### config.mk
export PLATFORM = sky130hd
export DESIGN_NAME = slab_ram
export DESIGN_NICKNAME = d
export VERILOG_FILES = /design/src/hdl/slab_ram.sv
export SDC_FILE = /design/constraint.sdc
export NUM_CORES = 1
export LEC_CHECK = 0
export ABC_AREA = 0
export BUFFER_PORTS_ARGS = -buffer_cell sky130_fd_sc_hd__buf_2
export CAP_MARGIN = 20
export CORE_ASPECT_RATIO = 1.4
export CORE_MARGIN = 2
export CORE_UTILIZATION = 50
export DETAILED_ROUTE_END_ITERATION = 12
export PLACE_DENSITY = 0.64
export SYNTH_ARGS = -nofsm -noshare
export SYNTH_HDL_FRONTEND = slang
export SYNTH_SLANG_ARGS = --single-unit
export TNS_END_PERCENT = 10
### constraint.sdc
create_clock -name clk -period 1.95 [get_ports clk]
set_input_delay 0 -clock clk [delete_from_list [all_inputs] [get_ports clk]]
set_output_delay 0 -clock clk [all_outputs]
set_load 0.005 [all_outputs]
### src/hdl/slab_ram.sv
module slab_ram #(
	parameter int WIDTH = 8,
	parameter int DEPTH = 16
) (
	input  logic                     clk,
	input  logic                     we,
	input  logic [$clog2(DEPTH)-1:0] waddr,
	input  logic [WIDTH-1:0]         wdata,
	input  logic [$clog2(DEPTH)-1:0] raddr,
	output logic [WIDTH-1:0]         rdata
);
	logic [WIDTH-1:0] mem [DEPTH];

	always_ff @(posedge clk) begin
		if (we) mem[waddr] <= wdata;
		rdata <= mem[raddr];
	end
endmodule

==> flow_summary.json, run 1 <==
{
  "vias_per_cell": 5.537,
  "period_share_pct": 69.61,
  "initial_core_util_pct": 51.72,
  "clockBufferDepth": 2,
  "io_pins": 26,
  "rows": 43,
  "setup_tns_ns": 0,
  "vias": 2442,
  "grt_pass1_wl_mm": 14.66,
  "synth_nets": 247,
  "drt_iter0_drc": 237,
  "fin_skew_ns": 0.003966,
  "synth_seq_cells": 136,
  "grt_remaining_overflow": 0,
  "finalHoldViolations": 0,
  "start_kind": "register",
  "synthTopCellsByArea": "edfxtp_1, mux4_2, mux4_1",
  "fin_crit_ns": 1.357,
  "yosysTopAreaCell": "edfxtp_1",
  "fin_cells": 441,
  "wl_per_cell_um": 21.41,
  "post-cts-setup-buffers": 0,
  "final_nets": 311,
  "grt_pass1_vias": 2548,
  "grt_usage_pct": 18.84,
  "slew_headroom_pct": 54.22,
  "syn_to_final_growth_pct": 20.69,
  "syn_area_per_cell_um2": 22.48,
  "cts_inserted_buffers": 17,
  "startpoint": "mem[9][2]$_DFFE_PP_",
  "path_class": "register to register",
  "routed_wl_mm": 9.443,
  "portBuffers": 25,
  "hold_path.startpoint": "raddr[2]",
  "coreArea_um2": 9953,
  "grt_max_degree": 33,
  "globalplace.congestion": 0.7027,
  "post-place-cells": 401,
  "firstDrtPassIters": 4,
  "yosysWarningCount": 0,
  "synthCells": 229,
  "status": "completed",
  "layout-drive-gt1-share_pct": 31.70,
  "h-tree-depth": 4,
  "crit_required_ns": 2.23,
  "p_leak_nw": 2.149,
  "synth_cell_types": 19,
  "die_x_um": 89.75,
  "clkSinkCount": 136,
  "antennaDiodeCount": 0,
  "path_max_fanout": 1,
  "yosysSeqAreaShare_pct": 77.78,
  "rrSetupSlack_ns": 0.59,
  "dp_hpwl_mm": 6.061,
  "worst_pin_slew_ns": 0.6842,
  "drc": 0,
  "setup_viol": 0,
  "clkLatencyLatePin_ns": 0.40,
  "die_h_um": 124.1,
  "ant_nets": 0,
  "arrival_ns": 1.64,
  "yosysTopAreaCellShare_pct": 74.67,
  "timing.rr.start": "mem[9][2]$_DFFE_PP_",
  "design.die.area_um2": 11130,
  "totalPowerFinal_mw": 6.691,
  "synth_area_um2": 5147,
  "rsz0062_at_grt": "no",
  "cts-root-buf": "clkbuf_16",
  "cp-end-kind": "register",
  "antenna_found_initial": 0,
  "hold_class": "input port to register",
  "r2r_cells": 3,
  "path_clk_slew_ns": 0.05,
  "ir_drop_mv": 0.6313,
  "power_density_nw_per_um2": 1077,
  "drv_slew": 0,
  "cts_tree": "done",
  "min_path_cells": 4,
  "fmax_mhz": 736.7,
  "maxCapViolations": 0
}
## layout by cell type (no fill, tap or decap), drive strengths merged
cell,instances
nand3,1
edfxtp,128
dfxtp,8
a22oi,16
nand3b,2
and2,1
and2b,1
nor2b,1
mux4,32
nand2b,2
nor3,4
nand2,9
clkinvlp,1
clkbuf,25
buf,47
nor2,13
clkinv,5
or3b,1
bufinv,1
dlygate4sd3,8
## final cells by class
type	instances	area, um^2
clock buffer	25	536.8
clock inverter	7	62.56
fill	697	3741
multi-input combinational	83	1057
sequential	136	4004
tap	135	168.9
timing repair buffer	55	382.9
## Yosys cell counts
master and number:
a22oi_1 16, and2_1 1, and2b_1 1, buf_2 3, buf_4 1, buf_6 3, clkdlybuf4s25_2 3, dfxtp_1 8
edfxtp_1 128, mux4_1 14, mux4_2 18, nand2_1 9, nand2b_1 2, nand3_1 1, nand3b_1 2, nor2_1 13
nor2b_1 1, nor3_1 4, or3b_2 1
## critical path, stage by stage, from the launching register on
cell and delay (ns):
edfxtp_1 0.36, mux4_1 0.51, a22oi_1 0.28, nand2_1 0.08
## repair_timing
item | 4_1_cts | 5_1_grt
hold endpoints to repair | 128 | 0
resized for setup | 0 | 0
hold buffers | 8 | 0
## flip-flops by register name, indices dropped and copies added (netlist names)
signal and flops:
rdata 8, mem 128
## power breakdown
group	switching [mW]	internal [mW]	leakage (nW)
clock network	1.07	2.02	0.300
registers	0.0196	3.27	1.22
logic	0.165	0.141	0.625
total	1.26	5.43	2.15
## per-layer routing
layer  vias up  wire length, um  track usage, %
met5         -                0               0
met4         0              102           7.788
met3         7              362           4.961
met2        75             4869           31.77
met1      1261             4109           23.65
li1       1099                -               -
## worst paths after layout
path	endpoint
max	rdata[2]$_DFF_P_
min	rdata[7]$_DFF_P_
max reg2reg	rdata[2]$_DFF_P_
min reg2reg	rdata[4]$_DFF_P_
## per-stage QoR
stage               instance area [um^2]  hold WS [ns]  util (%)  worst slack [ns]
floorplan                           5147       0.09887         -            0.4571
global route                        6212        0.1432     62.41            0.5340
CTS                                 6212        0.1016     62.41            0.5761
finish                              6212        0.1064     62.41            0.5927
detailed placement                  5533        0.3869     55.59            0.4145
global placement                    5533        0.3798     55.59            0.4000
## cell families after synthesis
group                  after synthesis  share of synthesized area [%]
AO/OA/AOI/OAI                       16                          2.334
multiplexers                        32                          15.02
AND/OR/NAND/NOR                     35                          3.184
buffers and inverters               10                          1.677
flip-flops                         136                          77.78
(Power assumes the default switching activity.)
==> inputs of run 2 (changes only) <==
- ABC_AREA: 0 -> 1
- PLACE_DENSITY: 0.64 -> 0.67
- clock period: 1.95 -> 1.2 ns (I/O delays scaled with it)
==> flow_summary.json, run 2 <==
{
  "status": "completed",
  "seq_area_um2": 4004,
  "crit_top_cell": "nand3_1",
  "grt_pass1_wl_mm": 20.40,
  "fmax_mhz": 980.0,
  "cp_cell_sequence": "inv_1 -> nand2_1 -> nand3_1 -> nand3_1 -> nand3_1 -> nand2_1",
  "cts-resized-gates": 0,
  "vias": 3850,
  "initial_core_util_pct": 51.12,
  "drv_slew": 0,
  "p_leak_nw": 2.977,
  "synth_seq_cells": 136,
  "timing.rr.start": "mem[12][6]$_DFFE_PP_",
  "syn_to_final_growth_pct": 17.64,
  "crit_required_ns": 1.50,
  "cts_hold_buf": 2,
  "synth_nets": 569,
  "synth_cell_types": 12,
  "critPathBufInv": 1,
  "most-common-layout-cells": "nand2_1, edfxtp_1, inv_1, nand3_1, buf_2",
  "cts_tree": "done",
  "ant_nets": 0,
  "cp-end-kind": "register",
  "nFillCells": 929,
  "drc": 0,
  "h-tree-depth": 4,
  "hold_path.startpoint": "wdata[4]",
  "yosysSeqAreaShare_pct": 69.43,
  "power_density_nw_per_um2": 1672,
  "final_nets": 618,
  "multiInputGateArea_um2": 1214,
  "synth_common_cells": "nand2_1, edfxtp_1, inv_1",
  "largest_register": "mem",
  "setup_tns_ns": 0,
  "layout-drive-gt1-share_pct": 13.21,
  "firstDrtPassIters": 6,
  "setup_viol": 0,
  "finalCoreUtilization_pct": 60.14,
  "portBuffers": 25,
  "final_common_cell": "nand2_1",
  "path_clk_slew_ns": 0.06,
  "antenna_found_initial": 0,
  "grt_pass1_vias": 3766,
  "cts_inserted_buffers": 17,
  "routed_wl_mm": 13.13,
  "post-place-cells": 723,
  "fin_cells": 757,
  "fin_skew_ns": 0.008204,
  "largestRegisters": "mem: 128 flops, rdata: 8 flops",
  "wl_per_cell_um": 17.34,
  "coreArea_um2": 11280,
  "worst_pin_slew_ns": 0.4138,
  "path_class": "register to register",
  "fin_crit_ns": 1.020,
  "arrival_ns": 1.32,
  "synth_area_um2": 5767,
  "slowest_delay_ns": 0.37,
  "start_kind": "register",
  "hold_ws_ns": 0.008884,
  "largest_reg_flops": 128,
  "drt_iter0_drc": 230,
  "yosysMostFrequentCell": "nand2_1",
  "dp_hpwl_mm": 8.215,
  "io_pins": 26,
  "grt_max_degree": 65,
  "maxCapViolations": 0,
  "period_share_pct": 85.03,
  "slew_headroom_pct": 72.41,
  "globalplace.congestion": 0.8831,
  "crit_family": "simple AND/OR/NAND/NOR gates",
  "clkLatencyLatePin_ns": 0.41,
  "rsz0062_at_grt": "no",
  "syn_area_per_cell_um2": 10.47,
  "yosysTopAreaCellShare_pct": 66.65,
  "antennaDiodeCount": 0,
  "vias_per_cell": 5.086,
  "ir_drop_mv": 1.030,
  "synthCells": 551,
  "hold_class": "input port to register",
  "die_x_um": 94.77,
  "clockBufferDepth": 2,
  "finalHoldViolations": 0,
  "synthTopCellsByArea": "edfxtp_1, nand2_1, nand3_1",
  "synth_ff_type": "edfxtp_1",
  "path_max_fanout": 1,
  "design.die.area_um2": 12420,
  "yosysWarningCount": 0,
  "post_dp_cell_area_um2": 6158,
  "synth_edf_count": 128,
  "cts-root-buf": "clkbuf_16",
  "startpoint": "mem[12][6]$_DFFE_PP_",
  "post-cts-setup-buffers": 0,
  "die_h_um": 131.1,
  "grt_usage_pct": 23.21,
  "slowest_stage": "edfxtp_1",
  "rows": 46,
  "grt_remaining_overflow": 0,
  "clkSinkCount": 136,
  "yosysTopAreaCell": "edfxtp_1",
  "async_flop_share_pct": 0,
  "stdcell_area_um2": 6784
}
[run 2: cell types whose count changed after synthesis, sizes merged, moves of 2 or more]
cell	before	now
a22oi	16	0
nand2b	2	0
nor2	13	17
nand3	1	97
inv	0	102
mux4	32	0
buf	7	24
nand2	9	173
clkdlybuf4s25	3	0
nor3	4	0
[run 2: path summary, 6_finish.rpt]
kind	end	slack, ns	cells after the start
worst min register to register	rdata[1]$_DFF_P_	0.67	6
worst max-delay path	rdata[6]$_DFF_P_	0.18	6
worst max register to register	rdata[6]$_DFF_P_	0.18	6
worst min-delay path	mem[2][4]$_DFFE_PP_	0.009	1
[run 2: routing by layer]
layer	wire length [um]	part of all wire (%)	vias up	global-route usage [%]
met3	528	4.0	20	4.688
met2	6955	53	107	41.01
met4	308	2.3	0	9.633
met5	0	0	-	0
met1	5336	41	1853	27.57
li1	-	-	1870	-
[run 2: layout make-up]
cell class              count  area share, %
flip-flops and latches    136          59.02
clock buffers              22          6.695
repair buffers             54          5.865
multi-input cells         289          17.89
clock inverters            10          2.232
well taps                 144          2.656
inverters                 102          5.644
[run 2: metrics by stage]
| step | power [mW] | setup slack, ns |
|---|---|---|
| 6_report | 11.35 | 0.1796 |
| 5_1_grt | 11.66 | 0.1172 |
| 4_1_cts | 11.39 | 0.1893 |
| 3_5_place_dp | 6.114 | 0.1468 |
| 3_3_place_gp | 6.101 | 0.1456 |
| 2_1_floorplan | 5.812 | 0.2492 |
[run 2: where the power goes]
| part | switching, mW | leakage (nW) | total (mW) | internal (mW) |
|---|---|---|---|---|
| combinational | 0.456 | 1.46 | 0.673 | 0.217 |
| sequential | 0.0368 | 1.22 | 5.35 | 5.31 |
| clock | 1.82 | 0.295 | 5.32 | 3.51 |
| total | 2.31 | 2.98 | 11.3 | 9.04 |
[run 2: logic make-up after synthesis]
group	after synthesis	synth area share, %
simple gates	289	21.05
buf+inv	126	9.525
flops	136	69.43
==> inputs of run 3 (changes only) <==
- PLACE_DENSITY: 0.67 -> 0.7
==> flow_summary.json, run 3 (synthesis gave the netlist of run 2 again) <==
{
  "cts_inserted_buffers": 17,
  "die_h_um": 131.1,
  "power_density_nw_per_um2": 1632,
  "post-cts-setup-buffers": 0,
  "path_max_fanout": 1,
  "slowest_delay_ns": 0.37,
  "cp-end-kind": "register",
  "drt_iter0_drc": 274,
  "clockBufferDepth": 2,
  "largest_reg_flops": 128,
  "status": "completed",
  "drc": 0,
  "dp_hpwl_mm": 8.072,
  "wl_met1_mm": 4.951,
  "worst_pin_slew_ns": 0.4103,
  "seq_area_um2": 4004,
  "cp_cell_sequence": "inv_1 -> nand2_1 -> nand3_1 -> nand3_1 -> nand3_1 -> nand2_1",
  "arrival_ns": 1.34,
  "final_nets": 618,
  "grt_remaining_overflow": 0,
  "multiInputGateArea_um2": 1214,
  "wl_met2_mm": 6.545,
  "largest_register": "mem",
  "cts-resized-gates": 0,
  "setup_viol": 0,
  "fin_crit_ns": 1.046,
  "clkSinkCount": 136,
  "portBuffers": 25,
  "crit_required_ns": 1.49,
  "wl_met3_um": 536,
  "cts-root-buf": "clkbuf_16",
  "fin_skew_ns": 0.005849,
  "wl_per_cell_um": 16.29,
  "finalCoreUtilization_pct": 59.77,
  "rows": 46,
  "drv_slew": 0,
  "routed.top_layer": "met4",
  "nFillCells": 949,
  "globalplace.congestion": 0.8313,
  "design.die.area_um2": 12420,
  "maxCapViolations": 0,
  "hold_ws_ns": 0.008831,
  "setup_tns_ns": 0,
  "period_share_pct": 87.20,
  "io_pins": 26,
  "rsz0062_at_grt": "no",
  "slew_headroom_pct": 72.65,
  "syn_to_final_growth_pct": 16.92,
  "finalHoldViolations": 0,
  "most-common-layout-cells": "nand2_1, edfxtp_1, inv_1, nand3_1, buf_2",
  "h-tree-depth": 4,
  "vias": 3809,
  "fmax_mhz": 955.6,
  "routed_wl_mm": 12.33,
  "start_kind": "register",
  "cts_tree": "done",
  "path_class": "register to register",
  "layout-drive-gt1-share_pct": 13.38,
  "antennaDiodeCount": 0,
  "slowest_stage": "edfxtp_1",
  "coreArea_um2": 11280,
  "ir_drop_mv": 1.110,
  "firstDrtPassIters": 5,
  "final_common_cell": "nand2_1",
  "antenna_found_initial": 0,
  "grt_max_degree": 35,
  "worst_slack_ns": 0.1536,
  "vias_per_cell": 5.032,
  "grt_pass1_wl_mm": 19.45,
  "post-place-ws_ns": 0.08662,
  "initial_core_util_pct": 51.12,
  "ant_nets": 0,
  "crit_top_cell": "nand3_1",
  "clkLatencyLatePin_ns": 0.41,
  "hold_class": "input port to register",
  "grt_pass1_vias": 3716,
  "largestRegisters": "mem: 128 flops, rdata: 8 flops",
  "path_clk_slew_ns": 0.06,
  "p_leak_nw": 2.956,
  "die_x_um": 94.77,
  "grt_usage_pct": 21.70
}
run 3: cell count changes in the layout (fill, tap and decap cells not counted), sizes merged:
cell	before	now
clkinvlp	1	2
clkbuf	22	24
bufinv	4	2
clkinv	5	4
run 3: worst max-delay path: cells and delay by family, from the launching register on:
kind / cells / cell delay, ns
DFF: 1 / 0.37
and+or+nand+nor: 5 / 0.48
buffers and inverters: 1 / 0.07
run 3: per-layer routing:
layer / global-route usage (%) / vias up
li1: - / 1867
met5: 0 / -
met4: 9.122 / 0
met1: 26.73 / 1823
met2: 37.17 / 102
met3: 4.517 / 17
run 3: repair_timing:
action | CTS | global route
endpoints found under the hold margin | 12 | 0
hold buffers | 2 | 0
setup endpoints to repair | 0 | 0
run 3: final cells by class:
cell class	instances	area share (%)
flip-flops and latches	136	59.38
multi-input cells	289	18.00
clock buffers	24	7.144
repair buffers	54	5.715
inverters	102	5.678
well taps	144	2.672
clock inverters	8	1.410
run 3: per-stage QoR:
stage	power [mW]	instances	instance area, um^2
final	11.00	757	6743
after global routing	11.32	757	6743
after CTS	11.07	757	6743
after detailed placement	6.100	723	6146
after global placement	6.083	723	6146
after floorplan	5.812	551	5767
run 3: final timing paths:
check,slack [ns],endpoint,start,depth (start not counted)
worst min-delay path,0.009,mem[5][5]$_DFFE_PP_,wdata[5],1
worst max register to register,0.15,rdata[3]$_DFF_P_,mem[4][3]$_DFFE_PP_,6
worst max-delay path,0.15,rdata[3]$_DFF_P_,mem[4][3]$_DFFE_PP_,6
worst min register to register,0.67,rdata[4]$_DFF_P_,mem[10][4]$_DFFE_PP_,6
run 3: where the power goes:
part | internal [mW] | leakage [nW] | switching (mW)
Sequential | 5.31 | 1.22 | 0.0352
Combinational | 0.215 | 1.45 | 0.445
Clock | 3.21 | 0.280 | 1.79
Total | 8.73 | 2.96 | 2.27
